### config.mk
export PLATFORM = sky130hd
export DESIGN_NAME = utf8_validate_and_classify_unit
export DESIGN_NICKNAME = d
export VERILOG_FILES = /design/src/rtl/core/utf8v_pkg.sv /design/src/rtl/core/utf8v_classify.sv /design/src/rtl/core/utf8v_decode.sv /design/src/rtl/core/utf8_validate_and_classify_unit.sv
export SDC_FILE = /design/constraint.sdc
export NUM_CORES = 1
export LEC_CHECK = 0
export CORE_MARGIN = 5
export CORE_UTILIZATION = 66
export CTS_CLUSTER_SIZE = 40
export DETAILED_ROUTE_END_ITERATION = 7
export DONT_BUFFER_PORTS = 1
export PLACE_DENSITY_LB_ADDON = 0.3
export SETUP_SLACK_MARGIN = 0.4
export SLEW_MARGIN = 5
export SYNTH_ARGS = -nofsm -noshare
export SYNTH_HDL_FRONTEND = slang
export SYNTH_SLANG_ARGS = --single-unit
### constraint.sdc
create_clock -name clk -period 6.9 [get_ports clk]
set_input_delay 0.345 -clock clk [delete_from_list [all_inputs] [get_ports clk]]
set_output_delay 0.345 -clock clk [all_outputs]
set_load 0.05 [all_outputs]
### src/rtl/core/utf8v_pkg.sv
// Shared types and constants for the UTF-8 validate-and-classify unit.
// Used by the decoder, the classifier and the top level. No dependencies.
package utf8v_pkg;

	localparam int unsigned CpWidth = 21;

	localparam logic [CpWidth-1:0] CpMax          = 21'h10FFFF;
	localparam logic [CpWidth-1:0] SurrogateLo    = 21'h00D800;
	localparam logic [CpWidth-1:0] SurrogateHi    = 21'h00DFFF;
	localparam logic [CpWidth-1:0] MinTwoByte     = 21'h000080;
	localparam logic [CpWidth-1:0] MinThreeByte   = 21'h000800;
	localparam logic [CpWidth-1:0] MinFourByte    = 21'h010000;
	localparam logic [CpWidth-1:0] CpReplacement  = 21'h00FFFD;
	localparam logic [CpWidth-1:0] CpZeroWidthSp  = 21'h00200B;
	localparam logic [CpWidth-1:0] CpByteOrderMk  = 21'h00FEFF;
	localparam logic [CpWidth-1:0] CpC0Last       = 21'h00001F;
	localparam logic [CpWidth-1:0] CpTab          = 21'h000009;
	localparam logic [CpWidth-1:0] CpCr           = 21'h00000D;
	localparam logic [CpWidth-1:0] CpDel          = 21'h00007F;
	localparam logic [CpWidth-1:0] CpC1Last       = 21'h00009F;

	typedef enum logic [1:0] {
		VERDICT_VALID      = 2'd0,
		VERDICT_PENDING    = 2'd1,
		VERDICT_MALFORMED  = 2'd2,
		VERDICT_INCOMPLETE = 2'd3
	} verdict_t;

	typedef enum logic [1:0] {
		CLASS_ORDINARY    = 2'd0,
		CLASS_REPLACEMENT = 2'd1,
		CLASS_CONTROL     = 2'd2,
		CLASS_FORMAT      = 2'd3
	} point_class_t;

	typedef struct packed {
		logic [1:0]         bytes_left;
		logic [1:0]         sequence_length;
		logic [CpWidth-1:0] accumulator;
		logic               bad_continuation_seen;
		logic               malformed_seen;
		point_class_t       first_class_seen;
	} dec_state_t;

	typedef struct packed {
		verdict_t           verdict;
		logic               point_done;
		logic [CpWidth-1:0] code_point;
		point_class_t       point_class;
		point_class_t       first_bad_class;
		logic               string_done;
	} dec_result_t;

endpackage

### src/rtl/core/utf8v_classify.sv
// Classifier for one finished code point.
// Depends on utf8v_pkg for the code point constants and class codes.
module utf8v_classify import utf8v_pkg::*; (
	input  logic               valid,
	input  logic [CpWidth-1:0] code_point,
	output point_class_t       point_class
);

	always_comb begin
		point_class = CLASS_ORDINARY;
		if (valid) begin
			priority if (code_point == CpReplacement) begin
				point_class = CLASS_REPLACEMENT;
			end else if (code_point <= CpC0Last &&
			             !(code_point >= CpTab && code_point <= CpCr)) begin
				point_class = CLASS_CONTROL;
			end else if (code_point >= CpDel && code_point <= CpC1Last) begin
				point_class = CLASS_CONTROL;
			end else if (code_point == CpZeroWidthSp || code_point == CpByteOrderMk) begin
				point_class = CLASS_FORMAT;
			end else begin
				point_class = CLASS_ORDINARY;
			end
		end
	end

endmodule

### src/rtl/core/utf8v_decode.sv
// Next-state and result logic for one byte of the UTF-8 decoder.
// Depends on utf8v_pkg and instantiates utf8v_classify.
module utf8v_decode import utf8v_pkg::*; (
	input  dec_state_t  cur,
	input  logic [7:0]  data_byte,
	input  logic        end_of_string,
	output dec_state_t  nxt,
	output dec_result_t res
);

	dec_state_t         step;
	dec_state_t         fin;
	logic               done;
	logic [CpWidth-1:0] cp;
	logic [CpWidth-1:0] acc_shift;
	logic [1:0]         left_dec;
	logic               bad_byte;
	logic [CpWidth-1:0] minimum;
	point_class_t       cls;

	assign acc_shift = {cur.accumulator[CpWidth-7:0], data_byte[5:0]};
	assign left_dec  = cur.bytes_left - 2'd1;
	assign bad_byte  = data_byte[7:6] != 2'b10;

	always_comb begin
		unique case (cur.sequence_length)
			2'd1:    minimum = MinTwoByte;
			2'd2:    minimum = MinThreeByte;
			default: minimum = MinFourByte;
		endcase
	end

	always_comb begin
		step = cur;
		done = 1'b0;
		cp   = '0;
		if (!cur.malformed_seen) begin
			if (cur.bytes_left == 2'd0) begin
				step.bad_continuation_seen = 1'b0;
				priority if (!data_byte[7]) begin
					done = 1'b1;
					cp   = {{(CpWidth-8){1'b0}}, data_byte};
				end else if (data_byte[7:5] == 3'b110) begin
					step.bytes_left      = 2'd1;
					step.sequence_length = 2'd1;
					step.accumulator     = {{(CpWidth-5){1'b0}}, data_byte[4:0]};
				end else if (data_byte[7:4] == 4'b1110) begin
					step.bytes_left      = 2'd2;
					step.sequence_length = 2'd2;
					step.accumulator     = {{(CpWidth-4){1'b0}}, data_byte[3:0]};
				end else if (data_byte[7:3] == 5'b11110) begin
					step.bytes_left      = 2'd3;
					step.sequence_length = 2'd3;
					step.accumulator     = {{(CpWidth-3){1'b0}}, data_byte[2:0]};
				end else begin
					step.malformed_seen = 1'b1;
				end
			end else begin
				step.accumulator = acc_shift;
				step.bytes_left  = left_dec;
				if (bad_byte) begin
					step.bad_continuation_seen = 1'b1;
				end
				if (left_dec == 2'd0) begin
					if (cur.bad_continuation_seen || bad_byte || acc_shift < minimum ||
					    acc_shift > CpMax ||
					    (acc_shift >= SurrogateLo && acc_shift <= SurrogateHi)) begin
						step.malformed_seen = 1'b1;
					end else begin
						done = 1'b1;
						cp   = acc_shift;
					end
					step.bad_continuation_seen = 1'b0;
					step.sequence_length       = 2'd0;
					step.accumulator           = '0;
				end
			end
		end
	end

	utf8v_classify u_classify (
		.valid      (done),
		.code_point (cp),
		.point_class(cls)
	);

	always_comb begin
		fin = step;
		if (done && step.first_class_seen == CLASS_ORDINARY) begin
			fin.first_class_seen = cls;
		end
	end

	always_comb begin
		res.point_done      = done;
		res.code_point      = cp;
		res.point_class     = cls;
		res.first_bad_class = fin.first_class_seen;
		res.string_done     = end_of_string;
		priority if (fin.malformed_seen) begin
			res.verdict = VERDICT_MALFORMED;
		end else if (fin.bytes_left != 2'd0) begin
			res.verdict = end_of_string ? VERDICT_INCOMPLETE : VERDICT_PENDING;
		end else begin
			res.verdict = VERDICT_VALID;
		end
	end

	assign nxt = end_of_string ? dec_state_t'('0) : fin;

endmodule

### src/rtl/core/utf8_validate_and_classify_unit.sv
// The result of an accepted input item is written to the output register on the edge that accepts it.
// Throughput: one item per cycle; the decoder state register and the output register
// update on the same edge, and the input side is ready whenever the output register
// is empty or being taken.
// Reset: arst_n clears the decoder state and the output valid flag at once.
// Top level of the UTF-8 validate-and-classify unit; uses utf8v_pkg and utf8v_decode.
module utf8_validate_and_classify_unit import utf8v_pkg::*; (
	input  logic        clk,
	input  logic        arst_n,
	input  logic        s_tvalid,
	output logic        s_tready,
	input  logic [7:0]  s_tdata,   // [7:0] data_byte
	input  logic        s_tlast,   // end_of_string
	output logic        m_tvalid,
	input  logic        m_tready,
	output logic [31:0] m_tdata,   // [1:0] verdict, [2] point_done, [23:3] code_point,
	                               // [25:24] point_class, [27:26] first_bad_class, zero above
	output logic        m_tlast    // string_done
);

	dec_state_t  state_q;
	dec_state_t  state_nxt;
	dec_result_t res;
	dec_result_t res_q;
	logic        out_valid_q;
	logic        accept;

	assign s_tready = !out_valid_q || m_tready;
	assign accept   = s_tvalid && s_tready;

	utf8v_decode u_decode (
		.cur          (state_q),
		.data_byte    (s_tdata),
		.end_of_string(s_tlast),
		.nxt          (state_nxt),
		.res          (res)
	);

	always_ff @(posedge clk or negedge arst_n) begin
		if (!arst_n) begin
			state_q     <= '0;
			out_valid_q <= 1'b0;
		end else begin
			if (accept) begin
				state_q     <= state_nxt;
				out_valid_q <= 1'b1;
			end else if (m_tready) begin
				out_valid_q <= 1'b0;
			end
		end
	end

	always_ff @(posedge clk) begin
		if (accept) begin
			res_q <= res;
		end
	end

	assign m_tvalid = out_valid_q;
	assign m_tlast  = res_q.string_done;
	assign m_tdata  = {4'b0000, res_q.first_bad_class, res_q.point_class,
	                   res_q.code_point, res_q.point_done, res_q.verdict};

endmodule

# Yosys cells after proc, flatten, opt, wreduce, memory -nomap -nowiden
# Index checks and enable logic that the tools add are counted.
totals:
  word_cells: 97
  memories: 0
  input_bits: 13
  reg_bits: 53
  latchBits: 0
  mem_bits_rw: 0
  romBits: 0
classes:
  n_addsub: 1
  shift: 0
  muxes: 35
  div: 0
  n_bitwise: 1
  multipliers: 0
  magnitude_cmp: 9
  n_eq_ne: 12
  reduce_logical: 25
ops:
  columns: ["op", "n"]
  rows:
  - ["25-bit 2-to-1 mux", 5]
  - ["21-bit 2-to-1 mux", 4]
  - ["27-bit 2-to-1 mux", 2]
  - ["21-bit by 16-bit equality test with 1-bit output (second input constant)", 2]
  - ["17-bit case mux with 2 select lines", 1]
  - ["29-bit 2-to-1 mux", 1]
  - ["21-bit by 14-bit equality test with 1-bit output (second input constant)", 1]
  - ["21-bit by 16-bit >= comparator with 1-bit output (second input constant)", 1]
  - ["21-bit by 4-bit >= comparator with 1-bit output (second input constant)", 1]
  - ["21-bit by 7-bit >= comparator with 1-bit output (second input constant)", 1]
  - ["21-bit greater-than comparator (second input constant)", 1]
  - ["21-bit by 16-bit <= comparator with 1-bit output (second input constant)", 1]
  - ["21-bit by 4-bit <= comparator with 1-bit output (second input constant)", 1]
  - ["21-bit by 5-bit <= comparator with 1-bit output (second input constant)", 1]
  - ["21-bit by 8-bit <= comparator with 1-bit output (second input constant)", 1]
  - ["21-bit by 17-bit less-than comparator with 1-bit output", 1]
  - ["2-bit 2-to-1 mux", 8]
  - ["1-bit 2-to-1 mux", 13]
  - ["7-bit 2-to-1 mux", 1]
  - ["1-bit logical AND", 6]
  - ["2-bit logical NOT", 3]
  - ["1-bit logical OR", 6]
  - ["5-bit equality test (second input constant)", 1]
  - ["5-bit inequality test (second input constant)", 1]
  - ["16 further kinds", 19]

# Longest topological paths before layout
# Gate-level depths: netlist of the first run.
logic_depth:
  word_depth: 19
  mapped_depth: 12

# By module
# Synthesis of the first run repeated with hierarchy kept, for this count alone.
unflattened:
  hier_cells: 288
  area_unflattened_um2: 3340.7
modules_own_cells:
  columns: ["mod", "seq_area_each_um2", "cells_per_inst", "n_inst", "area_each_um2"]
  rows:
  - ["utf8_validate_and_classify_unit", 1621.6, 100, 1, 2159.6]
  - ["utf8v_decode", 0.0, 161, 1, 978.4]
  - ["utf8v_classify", 0.0, 27, 1, 202.7]

# Worst setup path after synthesis of the first run
# OpenSTA, ideal clock, no wires.
synth_timing:
  path_type: "register -> register"
  startpoint: "register out_valid_q (netlist: m_tvalid)"
  endpoint: "register state_q[7] (netlist name)"
  required_time_ns: 6.805
  arrival_time_ns: 3.122
  setup_slack_ns: 3.683
  setup_time_ns: 0.095
  stages_incl_launch_ff: 9
  path_buffers: 2
  cell_sequence: "dfrtp_1 > nand2b_1 > nand2_1 > clkinv_1 > o21ai_0 > clkbuf_1 > buf_1 > nand2_1 > o31ai_1"
synth_via:
  elab_chain_len: 4
synth_rtl:
  columns: ["item", "line_no", "rtl"]
  rows:
  - ["from (decl)", "utf8_validate_and_classify_unit.sv:25", "logic out_valid_q;"]
  - ["from (signal assigned)", "utf8_validate_and_classify_unit.sv:42", "out_valid_q <= 1'b0;"]
  - ["from (signal assigned)", "utf8_validate_and_classify_unit.sv:46", "out_valid_q <= 1'b1;"]
  - ["from (signal assigned)", "utf8_validate_and_classify_unit.sv:48", "out_valid_q <= 1'b0;"]
  - ["1-bit logical NOT", "utf8_validate_and_classify_unit.sv:28", "assign s_tready = !out_valid_q || m_tready;"]
  - ["1-bit logical OR", "utf8_validate_and_classify_unit.sv:28", null]
  - ["net s_tready", "utf8_validate_and_classify_unit.sv:11", "output logic s_tready,"]
  - ["1-bit logical AND", "utf8_validate_and_classify_unit.sv:29", "assign accept = s_tvalid && s_tready;"]
  - ["net accept", "utf8_validate_and_classify_unit.sv:26", "logic accept;"]
  - ["4-bit AND reduction (no line)", null, null]
  - ["to (signal assigned)", "utf8_validate_and_classify_unit.sv:45", "state_q <= state_nxt;"]
  - ["to (decl)", "utf8_validate_and_classify_unit.sv:21", "dec_state_t state_q;"]
# The timed path passes the listed nets, and every way through them passes these cells.
# A chain may end at the register's enable or synchronous reset.

# Worst setup path in the final report of the first run
layout_timing:
  startpoint: "register out_valid_q (netlist: m_tvalid)"
  endpoint: "register state_q[5] (netlist name)"
# The elaborated chain is that of the path after synthesis.

==> out/results.txt, run 1 <==
min-delay src = s_tlast
worst endpoint required time = 7090 ps
Main synth FF type = edfxtp_1
clock skew = 7.59 ps
sequential share of the synthesized area = 52.2%
Worst EP arrival = 3660 ps
MaxCap Viol Count = 0
leakage dissipation = 0.00119 uW
DRC viols = 0
Yosys warning total = 0
# IOs = 48
Critical Path Source Type = flop
crit path time final = 3470 ps
Slew @ Worst Pin = 1180 ps
fin crit share = 50.3%
crit-path max FO = 37
Vias/cell = 6.66
fmax = 288 MHz
DIE HEIGHT = 75.3 um
DP Cell Count = 315
Crit path max-delay family = buffers and inverters
Post-CTS Setup Repair Bufs = 0
CP Buf/Inv Count = 2
status = completed
cts bufs inserted = 5
Initial Util = 69.4%
Worst-path clk slew = 90 ps
Mapped Area = 0.00282 mm2
crit path cell chain = nand2b_1 -> nand2_1 -> clkinv_1 -> o21ai_1 -> buf_4 -> nor4_1 -> a22o_1
asr flop ratio synth = 45.3%
register area = 0.00147 mm2
cell area power density = 275 mW/mm2
WL final = 6010 um
CTS H-tree lvls = 2
vias = 2158
count of cells resized by post-cts repair = 0
Detailed Place HPWL = 4340 um
peak supply drop = 0.166 mV
# fillers = 289
n_diodes = 0
Worst path max stage delay = 960 ps
Total Die Area = 0.00567 mm2
Slew Limit Fails = 0
clk_lat worst skew = 300 ps
number of synthesized flops with an enable pin = 29
Routed Antenna Nets = 0
Slowest-stage cell, CP = clkinv_1
DRT iter0 DRCs = 354
cts hold-fix bufs = 1
GRT Overall Usage = 22.3%
R2R Path Start = m_tvalid
Avg Cell Area, Syn = 10.1 um2
slew margin rel. = 20.9%
core area = 0.00406 mm2
antenna violations before repair = 0
area occupied by multi-input gates = 0.00121 mm2
CP endpoint kind = flop
Num Clock Sinks = 53
fin nets = 290
RePlAce Congestion = 0.932
synthesized flop and latch total = 53
setup_tns = 0 ps
Mapped Cells = 279
kind of critical path = flop to flop
number of core rows = 23
number of distinct library cells after synthesis = 58
Die Width = 75.3 um
HP Class = primary input to flop
most common cell after layout, fill and taps aside = nand2_1
RSZ-0062 raised after global routing = no
largest net degree at the start of global routing = 38
share of layout cells above drive strength 1 = 9.85%
1st-pass router iterations = 4
first-pass GRT wire length = 9660 um
vias in the first global route = 1967
most frequent cells in the layout = 36 x nand2_1, 29 x edfxtp_1, 24 x dfrtp_1
IO Port Bufs = 0
total power = 796 uW
final setup vio count = 0
Longest Clk Path Bufs = 2
Final Hold Vio Count = 0
final non-filler cell total = 324
GR Overflow Total = 0
Layout area overhead = 2.67%
CTS tree = yes
WL/cell = 18.5 um
Min Hold Slack = 129 ps
crit path from = m_tvalid
CTS Root Cell = clkbuf_8
## cell families after synthesis
| logic type | after synthesis | share of synthesized area [%] |
|---|---|---|
| DFF | 53 | 52.2 |
| other | 1 | 0.133 |
| buffers and inverters | 31 | 5.33 |
| AOI/OAI and AO/OA | 63 | 15.6 |
| and+or+nand+nor | 127 | 24.9 |
| adders and majority gates | 4 | 1.78 |
## synth_stat cells, types with 3 or more instances
library cell | instances | area share (%)
o31ai_1 | 3 | 0.80
a22o_1 | 3 | 0.93
clkbuf_1 | 10 | 1.3
nor4_1 | 5 | 1.1
nand3_1 | 6 | 1.1
nor3b_1 | 3 | 0.80
a21oi_1 | 15 | 2.7
dfrtp_1 | 24 | 21
edfxtp_1 | 29 | 31
nor3_1 | 11 | 2.0
nand4_1 | 5 | 1.1
or4_1 | 3 | 0.80
and3_1 | 14 | 3.1
a21o_1 | 3 | 0.80
o211ai_1 | 3 | 0.80
ha_1 | 4 | 1.8
and2_1 | 9 | 2.0
nor2_1 | 13 | 1.7
inv_1 | 11 | 1.5
o21ai_0 | 15 | 2.7
nand2_1 | 36 | 4.8
nand2b_1 | 6 | 1.3
buf_4 | 6 | 1.6
## metrics by stage
| stage | setup slack [ps] | util [%] | instance area (um2) |
|---|---|---|---|
| 6_report | 3430 | 71.3 | 2890 |
| 5_1_grt | 3110 | 71.3 | 2890 |
| 4_1_cts | 3420 | 71.3 | 2890 |
| 3_5_place_dp | 3450 | 69.0 | 2800 |
| 3_3_place_gp | 3590 | 69.0 | 2800 |
| 2_1_floorplan | 3680 | - | 2830 |
## final cells by class
cell class	count	area share [%]
sequential	53	50.9
multi-input combinational	198	41.7
clock buffer	7	2.64
clock inverter	1	0.173
tap	50	2.16
timing repair buffer	3	0.865
inverter	12	1.56
## path summary, 6_finish.rpt
path | endpoint | slack (ps) | cells past startpoint
max in group asynchronous | state_q[26] | 5530 | 1
hold reg to reg | state_q[25] | 530 | 2
min in group asynchronous | state_q[14] | 710 | 1
setup / recovery | state_q[5] | 3430 | 7
setup reg to reg | state_q[5] | 3430 | 7
hold / removal | state_q[2] | 130 | 1
## metal layers
metal  GRT usage, %  wire length [um]
met2           33.9              2750
met1           31.6              2540
met4           7.18                86
met5              0                 0
met3           5.80               629
## flip-flops by register name, summed over array words and instances, names as in the netlist
signal and cells:
m_tdata 28, m_tlast 1, m_tvalid 1, state_q 23
## power by group
part	leakage [uW]	internal (uW)	switching, uW
Sequential	0.000613	371	88.0
Clock	0.0000422	71.5	94.9
Combinational	0.000532	63.4	108
Total	0.00119	506	291
(Power assumes the default switching activity.)
==> run 2, diff against run 1 <==
--- a/config.mk
+++ b/config.mk
@@ -5,8 +5,9 @@
 export SDC_FILE = /design/constraint.sdc
 export NUM_CORES = 1
 export LEC_CHECK = 0
+export ABC_AREA = 1
 export CORE_MARGIN = 5
-export CORE_UTILIZATION = 66
+export CORE_UTILIZATION = 57
 export CTS_CLUSTER_SIZE = 40
 export DETAILED_ROUTE_END_ITERATION = 7
 export DONT_BUFFER_PORTS = 1
==> constraint.sdc (replaced) <==
create_clock -name clk -period 2.85 [get_ports clk]
set_input_delay 0.1425 -clock clk [delete_from_list [all_inputs] [get_ports clk]]
set_output_delay 0.1425 -clock clk [all_outputs]
set_load 0.05 [all_outputs]
==> out/results.txt, run 2 <==
status = finished, violations left (was completed)
failing checks = negative setup slack
number of distinct library cells after synthesis = 37 (was 58)
crit-path max FO = 6 (was 37)
RSZ-0062 raised after global routing = yes (was no)
clock skew = 3.67 ps (was 7.59 ps)
Vias/cell = 5.93 (was 6.66)
MaxCap Viol Count = 0 (unchanged)
peak supply drop = 0.282 mV (was 0.166 mV)
most common cell after layout, fill and taps aside = nor2_1 (was nand2_1)
vias = 2895 (was 2158)
Die Width = 83.4 um (was 75.3 um)
Sw Pwr = 680 uW (was 291 uW)
core area = 0.00517 mm2 (was 0.00406 mm2)
post-place setup slack = -66.9 ps (was 3450 ps)
Yosys warning total = 0 (unchanged)
slew margin rel. = 26.0% (was 20.9%)
max reg flops = 28 (unchanged)
Int Pwr = 1260 uW (was 506 uW)
setup ws final = -108 ps (was 3430 ps)
share of layout cells above drive strength 1 = 24.4% (was 9.85%)
DP Area = 0.00321 mm2 (was 0.00280 mm2)
DRC viols = 0 (unchanged)
number of core rows = 26 (was 23)
kind of critical path = flop to flop (unchanged)
Num Clock Sinks = 53 (unchanged)
power share of the combinational group = 21.0% (was 21.5%)
largest net degree at the start of global routing = 32 (was 38)
crit path time final = 2960 ps (was 3470 ps)
Yosys top cell by area = edfxtp_1 (unchanged)
n_diodes = 0 (unchanged)
Yosys top cell area share = 28.3% (was 30.9%)
Worst EP arrival = 3040 ps (was 3660 ps)
fmax = 338 MHz (was 288 MHz)
Critical Path Source Type = flop (unchanged)
Final Hold Vio Count = 0 (unchanged)
first-pass GRT wire length = 12700 um (was 9660 um)
largest cells by area after synthesis = edfxtp_1 28%, dfrtp_1 20%, nor2_1 7.6% (was edfxtp_1 31%, dfrtp_1 21%, nand2_1 4.8%)
Slew @ Worst Pin = 1110 ps (was 1180 ps)
CTS H-tree lvls = 2 (unchanged)
worst endpoint required time = 2930 ps (was 7090 ps)
RePlAce Congestion = 0.953 (was 0.932)
leakage dissipation = 0.00164 uW (was 0.00119 uW)
number of synthesized flops with an enable pin = 29 (unchanged)
Mapped Cells = 387 (was 279)
cts bufs inserted = 5 (unchanged)
most frequent cells in the layout = 54 x nor2_1, 50 x nand2_1, 49 x inv_1 (was 36 x nand2_1, 29 x edfxtp_1, 24 x dfrtp_1)
IO Port Bufs = 0 (unchanged)
CP endpoint kind = flop (unchanged)
Reg power frac = 52.5% (was 57.6%)
1st-pass router iterations = 7 (was 4)
Detailed Place HPWL = 5220 um (was 4340 um)
fin nets = 434 (was 290)
GR Overflow Total = 0 (unchanged)
Mapped Area = 0.00307 mm2 (was 0.00282 mm2)
synthesized flop and latch total = 53 (unchanged)
DRT iter0 DRCs = 422 (was 354)
sequential share of the synthesized area = 47.9% (was 52.2%)
# fillers = 362 (was 289)
clk_lat worst skew = 310 ps (was 300 ps)
WL/cell = 16.5 um (was 18.5 um)
CTS tree = yes (unchanged)
Longest Clk Path Bufs = 2 (unchanged)
Layout area overhead = 21.8% (was 2.67%)
top-count cell post-synth = nor2_1 (was nand2_1)
WL final = 8050 um (was 6010 um)
Routed Antenna Nets = 0 (unchanged)
Total Die Area = 0.00696 mm2 (was 0.00567 mm2)
CTS Root Cell = clkbuf_8 (unchanged)
Commonest cells post-synth = 62 x nor2_1, 55 x nand2_1, 53 x inv_1 (was 36 x nand2_1, 29 x edfxtp_1, 24 x dfrtp_1)
antenna violations before repair = 0 (unchanged)
Avg Cell Area, Syn = 7.94 um2 (was 10.1 um2)
Core Util, Final = 72.4% (was 71.3%)
final setup vio count = 5 (was 0)
setup_tns = -320 ps (was 0 ps)
DIE HEIGHT = 83.4 um (was 75.3 um)
asr flop ratio synth = 45.3% (unchanged)
Initial Util = 59.4% (was 69.4%)
# IOs = 48 (unchanged)
Worst-path clk slew = 90 ps (about the same)
cell area power density = 518 mW/mm2 (was 275 mW/mm2)
Slew Limit Fails = 0 (unchanged)
GRT Overall Usage = 22.4% (was 22.3%)
clock network power share = 26.6% (was 20.9%)
Main synth FF type = edfxtp_1 (unchanged)
finished layout cell area = 0.00374 mm2 (was 0.00289 mm2)
fin crit share = 104% (was 50.3%)
vias in the first global route = 2627 (was 1967)
switching share of power = 35.1% (was 36.5%)
HP Class = primary input to flop (unchanged)
-- run 2: cell count changes after synthesis, sizes merged, moves of 8 or more --
cell | before | now
nand3 | 6 | 35
nor2 | 13 | 69
and2 | 9 | 0
o21ai | 16 | 31
inv | 11 | 63
nand4 | 5 | 14
clkbuf | 12 | 4
nand2 | 36 | 61
and3 | 16 | 0
-- run 2: per-layer routing --
metal	GRT usage, %	up-vias	routed length (um)
met4	7.60	0	182
met1	28.5	1380	3270
met2	37.9	152	4010
met5	0	-	0
met3	4.85	25	582
li1	-	1338	-
-- run 2: final timing paths --
path / startpoint / endpoint / slack (ps) / cells past startpoint
worst max-delay path: state_q[26] / m_tdata[27] / -110 / 21
worst min-delay path: s_tlast / m_tdata[1] / 10 / 2
worst max register to register: state_q[26] / m_tdata[27] / -110 / 21
worst min register to register: state_q[8] / state_q[8] / 580 / 2
max in group asynchronous: arst_n / state_q[0] / 1710 / 1
min in group asynchronous: arst_n / state_q[14] / 480 / 1
-- run 2: kinds of logic (layout without fill, tap and decap cells) --
logic type | count (synthesis) | after routing | synth area share, %
fa+ha+maj | 4 | 4 | 1.63
buf+inv | 79 | 107 | 10.7
flops | 53 | 53 | 47.9
compound gates | 51 | 51 | 9.45
simple gates | 199 | 199 | 30.3
other cells | 1 | 4 | 0.122
-- run 2: power by group through the flow --
stage	clock [uW]	combinational [uW]	sequential, uW
final	515	406	1020
after detailed placement	0	323	1030
after global routing	551	451	1020
after CTS	519	372	1020
after global placement	0	316	1030
after floorplan	0	258	1030
-- run 2: repair_timing --
action,CTS,global route
gates resized for setup,25,25
endpoints found under the hold margin,29,0
buffers inserted,13,3
hold buffers,6,0
pin swaps,26,26
gates cloned,1,0
setup endpoints to repair,6,19
-- run 2: cell type report --
| cell class | instances | area [um2] | share of cell area [%] |
|---|---|---|---|
| Inverter | 65 | 248 | 6.62 |
| Timing Repair Buffer | 34 | 334 | 8.92 |
| Clock inverter | 3 | 41.3 | 1.10 |
| Multi-Input combinational cell | 258 | 1490 | 39.9 |
| Tap cell | 70 | 87.6 | 2.34 |
| Sequential cell | 53 | 1470 | 39.3 |
| Clock buffer | 5 | 68.8 | 1.84 |
-- run 2: metrics by stage --
stage                     hold slack (ps)  total power [uW]  cells
after floorplan                      -153              1290    390
after global placement               -152              1350    457
after detailed placement             -152              1360    457
after CTS                            9.77              1910    485
after global routing                 39.4              2020    488
final                                12.4              1940    488
-- run 2: critical path, cell delays in order, from the launching register on --
cell     delay [ps]
dfrtp_1         420
ha_4            270
inv_2            30
ha_4            270
inv_2            40
nor2_4           70
nand2_1          60
nor2_2           70
nand2_1          60
nand2_2          90
nand3_4          90
nor2_4          270
buf_12          160
o21ai_0          80
nand2_1         140
nor2_4           50
nand4_1          90
nand2_2          90
nor2_2          140
nand2_2          80
nand3_2          80
nand2_2          50
